===== src/hw/rtl/pht_pkg.sv =====
// Shared types, constants and helpers for the polyline hit test block.
// Used by every module under hw/rtl; depends on nothing.
package pht_pkg;

	localparam int MAX_VERTICES = 4096;
	localparam int CNT_W        = 13;
	localparam int FIFO_DEPTH   = 4;
	localparam int FIFO_AW      = 2;
	localparam int RAD_W        = 66;
	localparam int ROOT_W       = 34;
	localparam int REM_W        = 37;
	localparam int CMP_W        = 37;
	localparam int SUM_W        = 37;

	localparam logic [1:0] REG_QUERY_X     = 2'd0;
	localparam logic [1:0] REG_QUERY_Y     = 2'd1;
	localparam logic [1:0] REG_PICK_RADIUS = 2'd2;

	typedef struct packed {
		logic signed [31:0] x1;
		logic signed [31:0] y1;
		logic signed [31:0] x2;
		logic signed [31:0] y2;
		logic               test;
		logic [CNT_W-1:0]   index;
		logic               last;
	} job_t;

	typedef struct packed {
		logic signed [31:0] query_x;
		logic signed [31:0] query_y;
		logic [30:0]        pick_radius;
	} cfg_t;

	typedef enum logic [3:0] {
		ST_IDLE, ST_SQX, ST_SQY, ST_SQRT, ST_CMP, ST_MUL, ST_DIV, ST_FIX, ST_DONE
	} state_t;

	// magnitude of a difference of two 32-bit values; always below 2^32
	function automatic logic [31:0] mag33(input logic signed [32:0] v);
		logic [32:0] n;
		n = v[32] ? 33'(-v) : 33'(v);
		return n[31:0];
	endfunction

endpackage


===== src/hw/rtl/pht_front.sv =====
// Front end: accepts vertices, pairs each with the previous one into a segment job.
// Depends on pht_pkg.
module pht_front import pht_pkg::*; (
	input  logic               clk,
	input  logic               arst_n,
	input  logic               push,
	input  logic signed [31:0] vertex_x,
	input  logic signed [31:0] vertex_y,
	input  logic               last_vertex,
	input  logic               fifo_full,
	output logic               full,
	output logic               job_push,
	output job_t               job
);

	logic               have_prev_q;
	logic [CNT_W-1:0]   cnt_q;
	logic signed [31:0] prev_x_q;
	logic signed [31:0] prev_y_q;
	logic               room;

	assign full     = fifo_full;
	assign job_push = push && !fifo_full;
	assign room     = cnt_q < CNT_W'(MAX_VERTICES - 1);

	always_comb begin
		job.x1    = prev_x_q;
		job.y1    = prev_y_q;
		job.x2    = vertex_x;
		job.y2    = vertex_y;
		job.test  = have_prev_q && room;
		job.index = cnt_q + CNT_W'(1);
		job.last  = last_vertex;
	end

	always_ff @(posedge clk or negedge arst_n) begin
		if (!arst_n) begin
			have_prev_q <= 1'b0;
			cnt_q       <= '0;
			prev_x_q    <= '0;
			prev_y_q    <= '0;
		end else if (job_push) begin
			if (last_vertex) begin
				have_prev_q <= 1'b0;
				cnt_q       <= '0;
				prev_x_q    <= '0;
				prev_y_q    <= '0;
			end else begin
				have_prev_q <= 1'b1;
				prev_x_q    <= vertex_x;
				prev_y_q    <= vertex_y;
				if (have_prev_q && room) begin
					cnt_q <= cnt_q + CNT_W'(1);
				end
			end
		end
	end

endmodule


===== config.mk =====
export PLATFORM = sky130hd
export DESIGN_NAME = pht_front
export DESIGN_NICKNAME = d
export VERILOG_FILES = /design/src/hw/rtl/pht_pkg.sv /design/src/hw/rtl/pht_front.sv
export SDC_FILE = /design/constraint.sdc
export NUM_CORES = 1
export LEC_CHECK = 0
export BUFFER_PORTS_ARGS = -buffer_cell sky130_fd_sc_hd__buf_2
export CELL_PAD_IN_SITES_DETAIL_PLACEMENT = 1
export CELL_PAD_IN_SITES_GLOBAL_PLACEMENT = 1
export CORE_ASPECT_RATIO = 1.25
export CORE_MARGIN = 5
export CORE_UTILIZATION = 34
export DETAILED_ROUTE_END_ITERATION = 8
export PLACE_DENSITY_LB_ADDON = 0.1
export SLEW_MARGIN = 20
export SYNTH_ARGS = -nofsm -noshare
export SYNTH_HDL_FRONTEND = slang
export SYNTH_SLANG_ARGS = --single-unit
export TNS_END_PERCENT = 10

===== constraint.sdc =====
create_clock -name clk -period 3.5 [get_ports clk]
set_input_delay 0.175 -clock clk [delete_from_list [all_inputs] [get_ports clk]]
set_output_delay 0.175 -clock clk [all_outputs]
set_load 0.02 [all_outputs]

Yosys cells after proc, flatten, opt, wreduce, memory -nomap -nowiden. Index checks and enable logic that the tools add are counted.

Flip-flop bits (word level): 78. Bits in latches: 0. Bits in writable memories: 0. ROM bits: 0. Input bits: 69. Output and inout bits: 145. Word-level logic and storage cells: 16. Memories: 0.

$add $sub $neg: 1. $mul: 0. Divide/modulo/power cells: 0. Order comparisons: 1. Eq/ne operators: 0. Shift-type cells: 0. Muxes and demuxes: 5. Bitwise gates (word level): 0. Reductions and logical operators: 5.

Operators by type and width (count): $mux 32 (2); $mux 13 (2); $add 13x1->13 const B (1); $lt 13x12->1 const B (1); $logic_and 1x1->1 (2); $reduce_and 2->1 (1); $reduce_bool 2->1 (1); $logic_not 1->1 (1); $mux 1 (1).

Logic depth before layout (Yosys ltp).
Depth in word-level cells: 4. Depth in mapped cells: 6. Depth with buffers taken out: 5.

Worst setup path after synthesis. OpenSTA, ideal clock, no wires.

Path kind: register to output. Start point: register cnt_q[0]. End point: output port job[11] (netlist bit). Arrival time: 1644 ps. Required time: 3325 ps. Setup slack: 1681 ps. Cell stages (with the launch flop): 5. Buffers on the path: 0. Cell sequence: dfrtp_1 > ha_1 > nand3_1 > nor4_1 > xor2_1.

RTL lines: start, declared (line pht_front.sv:17) `logic [CNT_W-1:0] cnt_q;`; start signal, assigned (line pht_front.sv:53) `cnt_q <= cnt_q + CNT_W'(1);`; end, declared (line pht_front.sv:13) `output job_t job`.

==> impl_table.tex <==
\begin{tabular}{lr}
\hline
Metric & Value \\
\hline
\multicolumn{2}{l}{\textbf{Run status}} \\
Status & completed \\
\multicolumn{2}{l}{\textbf{Route}} \\
Average routed wire per standard cell & 15.2 um \\
Drc violations & 0 \\
Mean number of vias per cell & 4.72 \\
Final wirelength & 10.8 mm \\
Detailed-routing wirelength on met1 & 4.41 mm \\
Met2 wire length & 5.40 mm \\
Uppermost metal layer occupied by signal nets & met5 \\
Met3 Wirelength & 857 um \\
DR iter-0 viols & 112 \\
Post-route antenna net violation count & 0 \\
Number of iterations in the first detailed-routing pass & 4 \\
Vias after detailed routing & 3356 \\
\multicolumn{2}{l}{\textbf{Finish}} \\
Number of nets in the finished design & 641 \\
Proportion of layout cells with a drive suffix above 1 & 41.1\% \\
Inserted Diodes & 0 \\
Area growth from synthesis to layout & 25.4\% \\
Fin area & 0.00485 mm\^{}2 \\
\multicolumn{2}{l}{\textbf{Worst setup path}} \\
Cell chain of the critical path & ha\_1 -> nand3\_1 -> nor4\_1 -> xor2\_1 -> buf\_2 \\
Worst-case reg-to-reg path depth & 4 \\
Kind of cell adding the most delay to the critical path & simple AND/OR/NAND/NOR gates \\
Buffers plus inverters on the worst setup path & 1 \\
Critical Path Source Type & flop \\
Critical path start-end classification & reg2out \\
Data required time at the worst endpoint & 3.32 ns \\
Startpoint of the worst-slack reg-to-reg timing path & cnt\_q[0]\$\_DFFE\_PN0P\_ \\
Worst path slowest cell & sky130\_fd\_sc\_hd\_\_nor4\_1 \\
Crit path DAT & 2.29 ns \\
Endpoint of the worst register-to-register path & cnt\_q[10]\$\_DFFE\_PN0P\_ \\
Largest driver fanout on the critical path & 8 \\
Register-to-register path setup slack & 1.29 ns \\
Largest stage delay on the critical path & 0.58 ns \\
Type of destination of the critical path & output pin \\
\multicolumn{2}{l}{\textbf{Timing}} \\
Worst Max-Slew Pin Slew & 0.888 ns \\
RSZ-0062 raised after global routing & no \\
Setup skew after layout & 0.00112 ns \\
Shortest period the worst path allows & 2.47 ns \\
Achievable clock frequency & 405 MHz \\
Worst slew margin relative to its limit & 40.8\% \\
Final number of hold-violating endpoints & 0 \\
Number of setup violations in the final report & 0 \\
Fin worst setup slack & 1.03 ns \\
Share of the cycle needed by the critical path after routing & 70.5\% \\
Max Slew Vio Count & 0 \\
Final TNS setup & 0 ns \\
\multicolumn{2}{l}{\textbf{Yosys}} \\
Syn. warnings & 0 \\
Cell variety after synth & 38 \\
Total standard cell area after synthesis & 0.00386 mm\^{}2 \\
Sequential area share after synthesis & 50.5\% \\
Number of synthesized flops with an enable pin & 0 \\
Area leader, netlist & sky130\_fd\_sc\_hd\_\_dfrtp\_1 \\
Synth Area per Inst & 8.86 um\^{}2 \\
Synthesized netlist cell count & 436 \\
Dominant register cell in the synthesized netlist & sky130\_fd\_sc\_hd\_\_dfrtp\_1 \\
Share of synthesized flip-flops with an asynchronous set or reset & 100\% \\
Synthesized netlist net count & 506 \\
Most common cell in the synthesized netlist & sky130\_fd\_sc\_hd\_\_nand2\_1 \\
Proportion of netlist area held by the largest area contributor & 50.5\% \\
Leading post-synthesis cells by instance count & sky130\_fd\_sc\_hd\_\_nand2\_1 (132), sky130\_fd\_sc\_hd\_\_dfrtp\_1 (78), sky130\_fd\_sc\_hd\_\_buf\_4 (67), sky130\_fd\_sc\_hd\_\_o21ai\_0 (67), sky130\_fd\_sc\_hd\_\_clkbuf\_1 (17) \\
Synth top area cells & sky130\_fd\_sc\_hd\_\_dfrtp\_1 (51\%), sky130\_fd\_sc\_hd\_\_buf\_4 (13\%), sky130\_fd\_sc\_hd\_\_nand2\_1 (13\%), sky130\_fd\_sc\_hd\_\_o21ai\_0 (8.7\%), sky130\_fd\_sc\_hd\_\_clkbuf\_1 (1.7\%) \\
Synthesized flop and latch total & 78 \\
\multicolumn{2}{l}{\textbf{CTS}} \\
TritonCTS sink count & 78 \\
Hold-fix buffers, CTS & 0 \\
Clock input transition at the sequential cells of the worst setup and hold paths & 0.06 ns \\
Post-cts repair resize count & 0 \\
Setup fix buffers added after clock tree synthesis & 0 \\
Bufs on Longest Clock Path & 2 \\
Cell at the root of the clock tree & sky130\_fd\_sc\_hd\_\_clkbuf\_16 \\
H-Tree Depth & 3 \\
Worst-Skew Late Latency & 0.32 ns \\
CTS tree & built \\
Number of CTS-inserted buffers & 9 \\
\multicolumn{2}{l}{\textbf{Global route}} \\
First-pass GRT wire length & 17.4 mm \\
Maximum number of pins on one net before global-route repair & 79 \\
Via count of the first global-routing pass & 3425 \\
Antenna violations before repair & 1 \\
Overall track demand over capacity in global routing & 15.9\% \\
Global route overflow & 0 \\
\multicolumn{2}{l}{\textbf{Pwr}} \\
Cell internal power dissipation & 0.00181 W \\
Proportion of power drawn by combinational gates & 21.4\% \\
Max VDD drop & 0.193 mV \\
Share of total power in the clock network & 38.0\% \\
Sw Pwr & 0.000787 W \\
Seq pwr share & 40.6\% \\
Power per Cell Area & 536 mW/mm\^{}2 \\
Switch share & 30.3\% \\
Leakage power & 2.62 nW \\
\multicolumn{2}{l}{\textbf{Placed design}} \\
Number of buffers added on ports & 213 \\
Cell area reported after detailed placement & 0.00452 mm\^{}2 \\
Final RePlAce weighted congestion & 0.772 \\
Pre-CTS setup slack & 1.33 ns \\
Post-detailed-placement half-perimeter wirelength & 7.93 mm \\
\multicolumn{2}{l}{\textbf{Worst hold path}} \\
Hold Path Depth & 3 \\
Hold/Removal Path Class & in2reg \\
Startpoint of the tightest hold check path & vertex\_y[20] \\
Endpoint, Worst Hold & prev\_y\_q[20]\$\_DFFE\_PN0P\_ \\
\multicolumn{2}{l}{\textbf{Floorplanning}} \\
I/O Pins & 214 \\
Core Box Area & 0.0111 mm\^{}2 \\
Floorplan die width & 105 um \\
Y dimension of the die & 129 um \\
Initial Utilization & 34.7\% \\
Die ar. & 0.0136 mm\^{}2 \\
Row cnt & 43 \\
\multicolumn{2}{l}{\textbf{Flow run}} \\
Max-cap viol count & 0 \\
\hline
\end{tabular}
## final cells by class
class	instances	area, um^2
inverters	6	25.0
well taps	135	169
repair buffers	215	1090
clock buffers	12	246
multi-input cells	261	1290
fillers	1397	6290
flip-flops and latches	78	1950
clock inverters	4	70.1
## metrics by stage
step	util [%]	total power, W	cells	hold WS [ns]
6_report	43.5	0.00260	711	0.101
5_1_grt	43.5	0.00274	711	0.106
4_1_cts	43.4	0.00264	710	0.0625
3_5_place_dp	40.5	0.00164	694	0.419
3_3_place_gp	40.5	0.00162	694	0.425
2_1_floorplan	-	0.00143	436	-0.121
## power groups by stage
| stage | Sequential, W | Combinational [W] | Clock, W |
|---|---|---|---|
| 3_3_place_gp | 0.00106 | 0.000559 | 0 |
| 5_1_grt | 0.00107 | 0.000617 | 0.00106 |
| 6_report | 0.00105 | 0.000555 | 0.000987 |
| 3_5_place_dp | 0.00107 | 0.000566 | 0 |
| 2_1_floorplan | 0.00115 | 0.000281 | 0 |
| 4_1_cts | 0.00105 | 0.000567 | 0.00102 |
## metal layers
layer	track usage (%)	up-vias
li1	-	1646
met1	19.5	1560
met2	26.8	136
met3	4.14	12
met4	6.02	2
met5	0	-
## layout by cell type, fill, tap and decap left out, types with 2 or more instances in the layout
master,instances
sky130_fd_sc_hd__clkbuf_16,9
sky130_fd_sc_hd__o211ai_1,3
sky130_fd_sc_hd__a31oi_1,10
sky130_fd_sc_hd__o21a_1,2
sky130_fd_sc_hd__dfrtp_1,78
sky130_fd_sc_hd__a32o_1,3
sky130_fd_sc_hd__clkinv_2,2
sky130_fd_sc_hd__bufinv_16,2
sky130_fd_sc_hd__nand3_1,6
sky130_fd_sc_hd__xor2_1,4
sky130_fd_sc_hd__clkbuf_1,2
sky130_fd_sc_hd__nand2_1,132
sky130_fd_sc_hd__or2_2,3
sky130_fd_sc_hd__a21oi_1,3
sky130_fd_sc_hd__nand3b_1,2
sky130_fd_sc_hd__inv_1,5
sky130_fd_sc_hd__xnor2_1,4
sky130_fd_sc_hd__nor3_1,3
sky130_fd_sc_hd__o21ai_0,67
sky130_fd_sc_hd__nor4_1,4
sky130_fd_sc_hd__buf_2,212
## registers in the layout, summed over array words and instances, names as in the netlist
name and flops:
prev_y_q 32, cnt_q 13, have_prev_q 1, prev_x_q 32
## worst register-to-register path: stages (launching register included)
cell and delay, ns:
sky130_fd_sc_hd__dfrtp_1 0.49, sky130_fd_sc_hd__nand4_1 0.30, sky130_fd_sc_hd__o41a_1 0.78, sky130_fd_sc_hd__o21a_4 0.39
sky130_fd_sc_hd__a31oi_1 0.17
## how the worst max path moves through the flow
stage / from / end / cells past startpoint
after global routing: cnt_q[0]$_DFFE_PN0P_ / job[13] / 5
after floorplan: cnt_q[0]$_DFFE_PN0P_ / job[11] / 4
after detailed placement: cnt_q[0]$_DFFE_PN0P_ / cnt_q[7]$_DFFE_PN0P_ / 4
final: cnt_q[0]$_DFFE_PN0P_ / job[13] / 5
after CTS: cnt_q[0]$_DFFE_PN0P_ / job[13] / 5
after global placement: cnt_q[2]$_DFFE_PN0P_ / cnt_q[2]$_DFFE_PN0P_ / 4
## logic make-up (layout without fill, tap and decap cells)
family | Yosys count | after routing | share of synthesized area, %
and+or+nand+nor | 158 | 158 | 17.0
DFF | 78 | 78 | 50.5
buffers and inverters | 97 | 237 | 16.2
AOI/OAI and AO/OA | 94 | 94 | 14.2
xor gates and xnor gates | 8 | 8 | 1.81
adders and majority gates | 1 | 1 | 0.324
Note: power is estimated with default switching activity, not from simulation.
