[src/hw/rtl/pht_pkg.sv]
// Shared types, constants and helpers for the polyline hit test block.
// Used by every module under hw/rtl; depends on nothing.
package pht_pkg;

	localparam int MAX_VERTICES = 4096;
	localparam int CNT_W        = 13;
	localparam int FIFO_DEPTH   = 4;
	localparam int FIFO_AW      = 2;
	localparam int RAD_W        = 66;
	localparam int ROOT_W       = 34;
	localparam int REM_W        = 37;
	localparam int CMP_W        = 37;
	localparam int SUM_W        = 37;

	localparam logic [1:0] REG_QUERY_X     = 2'd0;
	localparam logic [1:0] REG_QUERY_Y     = 2'd1;
	localparam logic [1:0] REG_PICK_RADIUS = 2'd2;

	typedef struct packed {
		logic signed [31:0] x1;
		logic signed [31:0] y1;
		logic signed [31:0] x2;
		logic signed [31:0] y2;
		logic               test;
		logic [CNT_W-1:0]   index;
		logic               last;
	} job_t;

	typedef struct packed {
		logic signed [31:0] query_x;
		logic signed [31:0] query_y;
		logic [30:0]        pick_radius;
	} cfg_t;

	typedef enum logic [3:0] {
		ST_IDLE, ST_SQX, ST_SQY, ST_SQRT, ST_CMP, ST_MUL, ST_DIV, ST_FIX, ST_DONE
	} state_t;

	// magnitude of a difference of two 32-bit values; always below 2^32
	function automatic logic [31:0] mag33(input logic signed [32:0] v);
		logic [32:0] n;
		n = v[32] ? 33'(-v) : 33'(v);
		return n[31:0];
	endfunction

endpackage

[src/hw/rtl/pht_fifo.sv]
// Short job queue between the front end and the compute back end.
// Depends on pht_pkg.
module pht_fifo import pht_pkg::*; (
	input  logic clk,
	input  logic arst_n,
	input  logic wr_en,
	input  job_t wr_data,
	input  logic rd_en,
	output job_t rd_data,
	output logic full,
	output logic empty
);

	job_t               mem_q [FIFO_DEPTH];
	logic [FIFO_AW-1:0] wptr_q;
	logic [FIFO_AW-1:0] rptr_q;
	logic [FIFO_AW:0]   count_q;

	assign full    = count_q == (FIFO_AW+1)'(FIFO_DEPTH);
	assign empty   = count_q == '0;
	assign rd_data = mem_q[rptr_q];

	always_ff @(posedge clk) begin
		if (wr_en) begin
			mem_q[wptr_q] <= wr_data;
		end
	end

	always_ff @(posedge clk or negedge arst_n) begin
		if (!arst_n) begin
			wptr_q  <= '0;
			rptr_q  <= '0;
			count_q <= '0;
		end else begin
			if (wr_en) begin
				wptr_q <= wptr_q + FIFO_AW'(1);
			end
			if (rd_en) begin
				rptr_q <= rptr_q + FIFO_AW'(1);
			end
			count_q <= count_q + (FIFO_AW+1)'(wr_en) - (FIFO_AW+1)'(rd_en);
		end
	end

endmodule

[config.mk]
export PLATFORM = sky130hd
export DESIGN_NAME = pht_fifo
export DESIGN_NICKNAME = d
export VERILOG_FILES = /design/src/hw/rtl/pht_pkg.sv /design/src/hw/rtl/pht_fifo.sv
export SDC_FILE = /design/constraint.sdc
export NUM_CORES = 1
export LEC_CHECK = 0
export BUFFER_PORTS_ARGS = -buffer_cell sky130_fd_sc_hd__buf_2
export CORE_ASPECT_RATIO = 1.2
export CORE_MARGIN = 5
export CORE_UTILIZATION = 57
export DETAILED_ROUTE_END_ITERATION = 6
export GPL_ROUTABILITY_DRIVEN = 0
export PLACE_DENSITY = 0.78
export SYNTH_ARGS = -nofsm -noshare
export SYNTH_HDL_FRONTEND = slang
export SYNTH_SLANG_ARGS = --single-unit
[constraint.sdc]
create_clock -name clk -period 6.5 [get_ports clk]
set_clock_uncertainty 0.2 [all_clocks]
set_input_delay 0.325 -clock clk [delete_from_list [all_inputs] [get_ports clk]]
set_output_delay 0.325 -clock clk [all_outputs]
set_load 0.02 [all_outputs]
# == Yosys cells after proc, flatten, opt, wreduce, memory -nomap -nowiden ==
# Memories as Yosys holds them, arrays and structs flattened.
# Index checks and enable logic that the tools add are counted.
# totals
mem_count,1
regBits,7
output_inout_bits,145
word_cells,12
ramBits,572
in_bits,147
# mem_list
memory,words,width,read_ports,rd_ports_with_merged_regs,write_ports,line_no,rtl
mem_q,4,143,1,0,1,pht_fifo.sv:14,job_t mem_q [FIFO_DEPTH];
# classes
muxes,2
addsub,4
reduce_logical,1
eq_ne,1
# op_table
operator,n
$add A2 B1 Y2 const B,2
$add A3 B1 Y3,1
$eq A3 B3 Y1 const B,1
$logic_not A3 Y1,1
$sub A3 B1 Y3,1
$mux W1,2

# == Logic depth before layout (Yosys ltp) ==
# Gate-level depths: netlist (run 1).
# logic_depth
depth_word,2
ltp_mapped,7
mapped_depth_nobuf,7

# == Worst setup path before layout (run 1) ==
# Ideal clock, no wire load.
# synth_path
kind,register to register
start,reg wptr_q[0]
end,"mem mem_q[0][0] (netlist bit), enable pin"
period_less_slack_ps,4613
setup_ps,519
required_time_ps,5781
path_stages_with_launch,4
arrival_ps,3894
path_slack_ps,1887
path_buffers,0
path_cell_list,dfrtp_1 inv_1 ha_1 and2_1
# synth_rtl
element,line_no,rtl
from (decl),pht_fifo.sv:15,logic [FIFO_AW-1:0] wptr_q;
from (signal assigned),pht_fifo.sv:36,wptr_q <= wptr_q + FIFO_AW'(1);
to (decl),pht_fifo.sv:14,
# No word-level cell before the write port.

==> results of run 1 <==
## kinds of logic after synthesis
| kind of cell | count (synthesis) | share of synthesized area, % |
|---|---|---|
| flops | 579 | 82.71 |
| mux | 143 | 15.35 |
| compound gates | 1 | 0.02383 |
| fa+ha+maj | 7 | 0.4532 |
| buf+inv | 38 | 1.050 |
| xor+xnor | 5 | 0.2088 |
| simple gates | 8 | 0.2087 |
## power groups by stage
stage	sequential [mW]	clock (mW)	combinational, mW
3_5_place_dp	5.28	0	3.57
6_report	5.20	2.97	3.61
3_3_place_gp	5.24	0	3.56
4_1_cts	5.21	3.01	3.67
5_1_grt	5.27	3.20	3.84
2_1_floorplan	5.15	0	2.60
## flip-flops by register name (all words and copies together), names as in the netlist
| register | cells |
|---|---|
| count_q | 3 |
| wptr_q | 2 |
| rptr_q | 2 |
| mem_q | 572 |
## metal layers
metal  routed length, um  part of all wire, %  track usage (%)  vias up
met5                  13                0.031                0        -
met4                1184                  2.8            6.559        2
met3                3283                  7.8            4.752       79
met2               21950                   52            35.20      398
met1               15760                   37            27.22     5128
li1                    -                    -                -     4325
## stage by stage
stage | total power, mW | hold slack, ns | cell area (sq um)
floorplan | 7.745 | -0.1706 | 20980
global placement | 8.798 | -0.03790 | 22970
detailed placement | 8.854 | -0.03081 | 22970
CTS | 11.90 | 0.2779 | 26090
global route | 12.31 | 0.2997 | 26100
finish | 11.78 | 0.3170 | 26100
## how the worst max path moves through the flow
stage	from	slack, ns	to
floorplan	wptr_q[0]	1.89	mem_q[0][0]
global placement	rptr_q[0]	3.28	rd_data[133]
detailed placement	rptr_q[0]	3.30	rd_data[49]
CTS	rptr_q[0]	2.64	rd_data[49]
global route	rptr_q[0]	2.51	rd_data[49]
finish	rptr_q[0]	2.79	rd_data[49]
## layout make-up
| type | instances | area, sq um |
|---|---|---|
| diodes | 3 | 7.507 |
| clock buffers | 68 | 1383 |
| clock inverters | 25 | 266.5 |
| fillers | 2133 | 10510 |
| inverters | 6 | 22.52 |
| multi-input cells | 164 | 3418 |
| flip-flops and latches | 579 | 17360 |
| well taps | 474 | 593.1 |
| repair buffers | 449 | 3048 |
## cells in the final DEF, fill, tap and decap left out, drive strengths merged
master / n
clkinvlp: 1
xor2: 2
edfxtp: 572
mux4: 143
ha: 6
bufinv: 6
and3: 1
o21ai: 1
nor3: 1
buf: 302
clkbuf: 68
inv: 6
and2: 4
diode: 3
xnor2: 3
nand2: 2
dlygate4sd3: 147
clkinv: 18
fa: 1
dfrtp: 7
## worst max-delay path: stages, from the launching register on
cell	delay [ns]
dfrtp_4	1.04
buf_4	0.71
mux4_2	0.63
buf_2	0.19
## cells in the mapped netlist
master,n,share of area [%]
buf_1,1,0.018
and3_1,1,0.030
and2_1,4,0.12
clkbuf_1,6,0.11
buf_2,17,0.41
o21ai_0,1,0.024
xor2_1,2,0.084
buf_4,1,0.036
ha_1,6,0.36
mux4_2,143,15
inv_1,6,0.11
nor3_1,1,0.024
nand2_1,2,0.036
xnor2_1,3,0.13
edfxtp_1,572,82
buf_6,7,0.38
fa_1,1,0.095
dfrtp_1,7,0.83
## timing repair
item | in CTS | in global routing
gates resized for setup | 0 | 0
hold endpoints to repair | 584 | 0
buffers inserted | 0 | 0
hold buffers | 147 | 0
==> out/qor.yml, run 1 <==
final_util_pct: 71.29
cts.sinks: 579
drc_errors: 0
yosys_register_bits: 579
numPlacedInstances: 1525
path_clk_slew_ns: 0.06
dpl_worst_slack_ns: 3.296
die_area_sq_um: 40760
synth_nets: 935
viasPerCell: 5.618
nNetsFinal: 1405
drt-initial-drc-count: 765
io_buffer_count: 291
clk_latency_ns: 0.55
io-pin-count: 292
p_clk_share_pct: 25.2
core.rowCount: 77
netlist_area_sq_um: 20980
drv_slew: 0
min_period_ns: 3.705
crit_arrival_ns: 3.18
die_h_um: 220.2
grt_pass1_vias: 10820
r2r_slack_ns: 3.58
end_kind: "primary output"
numCtsBuffers: 51
hold_start: "wr_data[35]"
p_leak_nw: 9.004
drt-pass1-iter-count: 5
clk_path_buf_depth: 3
fin_crit_sh_pct: 57.00
syn_inst: 781
grt_start_max_net_pins: 90
finalSetupViolations: 0
r2r-end: "mem_q[2][97]"
yosysWarnings: 0
routed_wl_um: 42200
internal_power_mw: 8.100
dp_hpwl_um: 23260
syn_avg_cell_area_sq_um: 26.86
outcome: "complete, no violations"
power.density_nw_per_um2: 451.5
grt_pass1_wl_um: 63710
min_to: "mem_q[0][35]"
cts-root-buf: "clkbuf_16"
worst_slack_ns: 2.795
power_frac_comb_pct: 30.7
worst_slew_pin_slew_ns: 1.027
timing.rr.start: "wptr_q[0]"
fmax_mhz: 269.9
start_util_pct: 57.31
final_cell_count_no_fill: 1768
gr-total-overflow: 0
wire_per_inst_um: 23.87
cp.required_ns: 5.97
min_path_type: "primary input to flip-flop"
core_area_sq_um: 36610
r2r_cells: 4
cp_max_fo: 47
setup_tns_ns: 0
ys_types: 18
p_sw_share_pct: 31.27
drive_gt1_share_pct: 40.28
die_width_um: 185.1
seqPwrFrac_pct: 44.1
vias: 9932
area_delta_synth_final_pct: 24.39
power.net_switching_mw: 3.684
htreeDepth: 2
antenna_found_initial: 3
hold_viol_final: 0
max_cap_violations: 0
hold_depth: 2
vdd_drop_max_v: 0.0003586
worstSetupPathType: "flip-flop to primary output"
grt_usage_pct: 20.74
startpoint_type: "flip-flop"
max-slew-margin-rel_pct: 31.54
rsz0062_at_grt: "no"
yosysSeqAreaShare_pct: 82.71
drtAntennaViolNets: 0
cts_tree: "yes"
No activity file was read; power rests on OpenSTA's default activity.
==> inputs of run 2 (changes only) <==
- clock period: 6.5 -> 3.75 ns (I/O delays scaled with it)
==> out/qor.yml, run 2 (synthesis gave the netlist of run 1 again) <==
outcome: "complete, no violations"  # unchanged
slowest_stage: "dfrtp_4"  # unchanged
core_area_sq_um: 36610  # unchanged
slowest_delay_ns: 0.92  # was 1.04 ns
fillers: 2110  # was 2133
area_delta_synth_final_pct: 25.42  # was 24.39%
finalSetupViolations: 0  # unchanged
die_area_sq_um: 40760  # unchanged
max-slew-margin-rel_pct: 48.79  # was 31.54%
cts-root-buf: "clkbuf_16"  # unchanged
largestRegisters: "mem_q: 572 flops, count_q: 3 flops"  # unchanged
cts_tree: "yes"  # unchanged
drt-pass1-iter-count: 7  # was 5
numCtsBuffers: 52  # was 51
final_common_cell: "edfxtp_1"  # unchanged
postCtsSetupBuffers: 0  # unchanged
startpoint_type: "flip-flop"  # unchanged
fin_crit_sh_pct: 77.55
r2r_slack_ns: 1.53  # was 3.58 ns
drv_slew: 0  # unchanged
rsz0062_at_grt: "no"  # unchanged
grt_usage_pct: 20.69  # was 20.74%
drt-initial-drc-count: 708  # was 765
antenna_found_initial: 7  # was 3
clk_latency_ns: 0.55  # about the same
r2r-end: "mem_q[1][65]"  # was mem_q[2][97]
p_leak_nw: 9.076  # was 9.004 nW
start_util_pct: 57.31  # unchanged
min_path_type: "primary input to flip-flop"  # unchanged
drtAntennaViolNets: 0  # unchanged
crit_arrival_ns: 2.52  # was 3.18 ns
setup_tns_ns: 0  # unchanged
io_buffer_count: 291  # unchanged
core.rowCount: 77  # unchanged
die_h_um: 220.2  # unchanged
whs_ns: 0.1842  # was 0.3170 ns
viasPerCell: 5.626  # was 5.618
multi_input_area_sq_um: 3418  # unchanged
clk_path_buf_depth: 3  # unchanged
gr-total-overflow: 0  # unchanged
wire_per_inst_um: 23.85  # was 23.87 um
cp_max_fo: 50  # was 47
min_period_ns: 2.908
nNetsFinal: 1407  # was 1405
hold_start: "wr_data[39]"  # was wr_data[35]
power.density_nw_per_um2: 787.5  # was 451.5 nW/um^2
layout_common_cells: "572 x edfxtp_1, 291 x buf_2, 147 x dlygate4sd3_1, 143 x mux4_2, 53 x clkbuf_16"  # unchanged
timing.rr.start: "wptr_q[1]"  # was wptr_q[0]
worst_slew_pin_slew_ns: 0.7682  # was 1.027 ns
drc_errors: 0  # unchanged
cts_hold_buffers: 147  # unchanged
min_to: "mem_q[3][39]"  # was mem_q[0][35]
regMostFlops: "mem_q"  # unchanged
worstSetupPathType: "flip-flop to primary output"  # unchanged
seqCellArea_sq_um: 17360  # unchanged
path_clk_slew_ns: 0.06  # about the same
vias: 9952  # was 9932
grt_pass1_vias: 10640  # was 10820
r2r_cells: 4  # unchanged
hold_viol_final: 0  # unchanged
max_cap_violations: 0  # unchanged
hold_depth: 2  # unchanged
vdd_drop_max_v: 0.0009771  # was 0.0003586 V
dp_hpwl_um: 23350  # was 23260 um
cp.required_ns: 3.36  # was 5.97 ns
cts_resized: 0  # unchanged
fmax_mhz: 343.9
grt_start_max_net_pins: 78  # was 90
routed_wl_um: 42180  # was 42200 um
final_util_pct: 71.87  # was 71.29%
die_width_um: 185.1  # unchanged
cts.sinks: 579  # unchanged
drive_gt1_share_pct: 40.85  # was 40.28%
largest_reg_flops: 572  # unchanged
end_kind: "primary output"  # unchanged
io-pin-count: 292  # unchanged
cp_cell_sequence: "buf_12 > mux4_2 > buf_2"  # was buf_4 > mux4_2 > buf_2
grt_pass1_wl_um: 63320  # was 63710 um
htreeDepth: 2  # unchanged
-- run 2: where the power goes --
group | leakage, nW | switching [mW] | internal (mW)
Combinational | 2.90 | 3.86 | 2.64
Sequential | 5.33 | 0.391 | 8.46
Clock | 0.839 | 2.18 | 3.19
-- run 2: through the flow --
stage	instances	power, mW	worst slack [ns]	area [sq um]
3_5_place_dp	1526	15.41	1.451	23090
6_report	1769	20.72	0.8418	26310
5_1_grt	1769	21.66	0.7653	26310
3_3_place_gp	1526	15.31	1.452	23090
2_1_floorplan	781	13.32	0.7317	20990
4_1_cts	1764	20.94	0.8437	26300
-- run 2: area by class of cell --
class	count	area share [%]
antenna	5	0.04755
clock buffer	60	5.140
clock inverter	31	1.469
inverter	6	0.08559
multi-input combinational	164	12.99
sequential	579	65.97
tap	474	2.254
timing repair buffer	450	12.04
-- run 2: per-layer routing --
layer | GRT usage, % | routed length (um) | vias to the layer above
met2 | 35.23 | 22100 | 385
li1 | - | - | 4332
met3 | 5.097 | 3379 | 86
met5 | 0 | 21 | -
met4 | 6.632 | 1329 | 4
met1 | 26.74 | 15350 | 5145
-- run 2: worst max-delay path by stage --
| stage | start | to | cells past startpoint |
|---|---|---|---|
| after floorplan | wptr_q[0] | mem_q[0][0] | 3 |
| after global placement | rptr_q[1] | rd_data[52] | 3 |
| after detailed placement | rptr_q[1] | rd_data[37] | 3 |
| after CTS | rptr_q[1] | rd_data[116] | 3 |
| after global routing | rptr_q[1] | rd_data[24] | 3 |
| final | rptr_q[1] | rd_data[116] | 3 |
-- run 2: worst max-delay path: cells and delay by family, from the launching register on --
kind	cells	cell delay, ns
mux	1	0.41
flops	1	0.92
buf+inv	2	0.56
==> inputs of run 3 (changes only) <==
- clock period: 3.75 -> 2.8 ns (I/O delays scaled with it)
==> out/qor.yml, run 3 (synthesis gave the netlist of run 1 again) <==
crit_family: "multiplexers"  # was flip-flops
grt_pass1_wl_um: 64670  # was 63320 um
cp_max_fo: 68  # was 50
power_frac_comb_pct: 32.1  # was 31.4%
dpl_cell_area_sq_um: 23210  # was 23090 sq um
fin_crit_sh_pct: 94.67
rsz0062_at_grt: "no"  # unchanged
path_buf_inv: 2  # unchanged
cts-root-buf: "clkbuf_16"  # unchanged
p_leak_nw: 9.141  # was 9.076 nW
power.density_nw_per_um2: 1050  # was 787.5 nW/um^2
drt-initial-drc-count: 719  # was 708
outcome: "complete, no violations"  # unchanged
numCtsBuffers: 51  # was 52
crit_arrival_ns: 2.31  # was 2.52 ns
startpoint_type: "flip-flop"  # unchanged
slowest_stage: "mux4_2"  # was dfrtp_4
start_util_pct: 57.31  # unchanged
r2r_slack_ns: 0.75  # was 1.53 ns
startpoint: "rptr_q[0]"  # was rptr_q[1]
core_area_sq_um: 36610  # unchanged
grt_pass1_vias: 10880  # was 10640
cts.sinks: 579  # unchanged
fin_area_sq_um: 26380  # was 26310 sq um
worst_slew_pin_slew_ns: 0.6221  # was 0.7682 ns
final_cell_count_no_fill: 1782  # was 1769
largest_reg_flops: 572  # unchanged
final_util_pct: 72.06  # was 71.87%
cp_cell_sequence: "buf_16 > mux4_2 > buf_2"  # was buf_12 > mux4_2 > buf_2
clk_latency_ns: 0.55  # about the same
r2r_cells: 4  # unchanged
hold_viol_final: 0  # unchanged
die_width_um: 185.1  # unchanged
regMostFlops: "mem_q"  # unchanged
htreeDepth: 2  # unchanged
timing.rr.start: "wptr_q[1]"  # unchanged
drv_slew: 0  # unchanged
area_delta_synth_final_pct: 25.75  # was 25.42%
cp.required_ns: 2.46  # was 3.36 ns
worstSetupPathType: "flip-flop to primary output"  # unchanged
min_to: "mem_q[1][55]"  # was mem_q[3][39]
power.net_switching_mw: 8.636  # was 6.427 mW
die_h_um: 220.2  # unchanged
p_clk_share_pct: 25.2  # was 25.9%
whs_ns: 0.1302  # was 0.1842 ns
drive_gt1_share_pct: 41.41  # was 40.85%
worst_slack_ns: 0.1493  # was 0.8418 ns
io-pin-count: 292  # unchanged
drtAntennaViolNets: 0  # unchanged
fmax_mhz: 377.3
numPlacedInstances: 1539  # was 1526
routed_wl_um: 42620  # was 42180 um
path_clk_slew_ns: 0.06  # about the same
postCtsSetupBuffers: 0  # unchanged
fillers: 2060  # was 2110
p_sw_share_pct: 31.18  # was 31.02%
largestRegisters: "mem_q: 572 flops, count_q: 3 flops"  # unchanged
internal_power_mw: 19.06  # was 14.30 mW
r2r-end: "mem_q[1][4]"  # was mem_q[1][65]
dp_hpwl_um: 23790  # was 23350 um
max-slew-margin-rel_pct: 58.53  # was 48.79%
grt_usage_pct: 21.10  # was 20.69%
grt_start_max_net_pins: 89  # was 78
layout_common_cells: "572 x edfxtp_1, 291 x buf_2, 147 x dlygate4sd3_1, 143 x mux4_2, 53 x clkbuf_16"  # unchanged
vias: 10000  # was 9952
p_total_mw: 27.69  # was 20.72 mW
io_buffer_count: 291  # unchanged
hold_depth: 2  # unchanged
drc_errors: 0  # unchanged
min_period_ns: 2.651
cts_tree: "yes"  # unchanged
finalSetupViolations: 0  # unchanged
viasPerCell: 5.612  # was 5.626
vdd_drop_max_v: 0.0007672  # was 0.0009771 V
wire_per_inst_um: 23.92  # was 23.85 um
min_path_type: "primary input to flip-flop"  # unchanged
setup_tns_ns: 0  # unchanged
antenna_found_initial: 5  # was 7
die_area_sq_um: 40760  # unchanged
clk_path_buf_depth: 3  # unchanged
seqPwrFrac_pct: 42.7  # about the same
gr-total-overflow: 0  # unchanged
max_cap_violations: 0  # unchanged
dpl_worst_slack_ns: 0.6626  # was 1.451 ns
core.rowCount: 77  # unchanged
drt-pass1-iter-count: 4  # was 7
end_kind: "primary output"  # unchanged
final_common_cell: "edfxtp_1"  # unchanged
slowest_delay_ns: 0.61  # was 0.92 ns
hold_start: "wr_data[55]"  # was wr_data[39]
nNetsFinal: 1419  # was 1407
[run 3: cell count changes in the layout (fill, tap and decap cells not counted)]
cell,previous run,this run
buf_4,0,11
clkinvlp_4,4,2
bufinv_16,9,6
buf_12,12,13
clkbuf_1,7,8
clkinv_4,2,0
clkbuf_8,0,3
buf_16,0,1
clkinv_2,7,11
diode_2,5,4
[run 3: worst max path at each step]
stage,end,cells after the start
2_1_floorplan,mem_q[0][0],3
3_3_place_gp,rd_data[96],3
3_5_place_dp,rd_data[1],3
4_1_cts,rd_data[96],3
5_1_grt,rd_data[124],3
6_report,rd_data[124],3
[run 3: final cells by class]
cell class              count  area [sq um]  share of cell area, %
flip-flops and latches    579         17360                  65.80
multi-input cells         164          3418                  12.96
repair buffers            463          3298                  12.50
clock buffers              64          1398                  5.297
well taps                 474         593.1                  2.248
clock inverters            28         284.0                  1.077
inverters                   6         22.52                0.08536
diodes                      4         10.01                0.03794
[run 3: per-layer routing]
layer	up-vias	GRT usage [%]	wire length, um
met5	-	0	13
met4	2	6.314	1139
met3	75	5.245	3176
met2	384	36.00	22470
met1	5191	27.39	15820
li1	4349	-	-
[run 3: repair_timing]
action | CTS | global route
endpoints found under the hold margin | 585 | 0
hold buffers | 147 | 0
endpoints found under the setup margin | 0 | 4
resized for setup | 0 | 1
[run 3: worst register-to-register path, delay by kind of cell (launching register included)]
kind                     cells  cell delay (ns)
flip-flops                   1             0.40
buffers and inverters        2             0.50
adder cells (fa/ha/maj)      1             0.15
AND/OR/NAND/NOR              1             0.49
[run 3: power by group through the flow]
stage / sequential [mW] / clock, mW / combinational, mW
5_1_grt: 11.9 / 7.53 / 9.45
3_3_place_gp: 11.8 / 0 / 8.76
4_1_cts: 11.8 / 7.10 / 9.01
2_1_floorplan: 11.7 / 0 / 6.05
6_report: 11.8 / 6.98 / 8.90
3_5_place_dp: 12.0 / 0 / 8.80
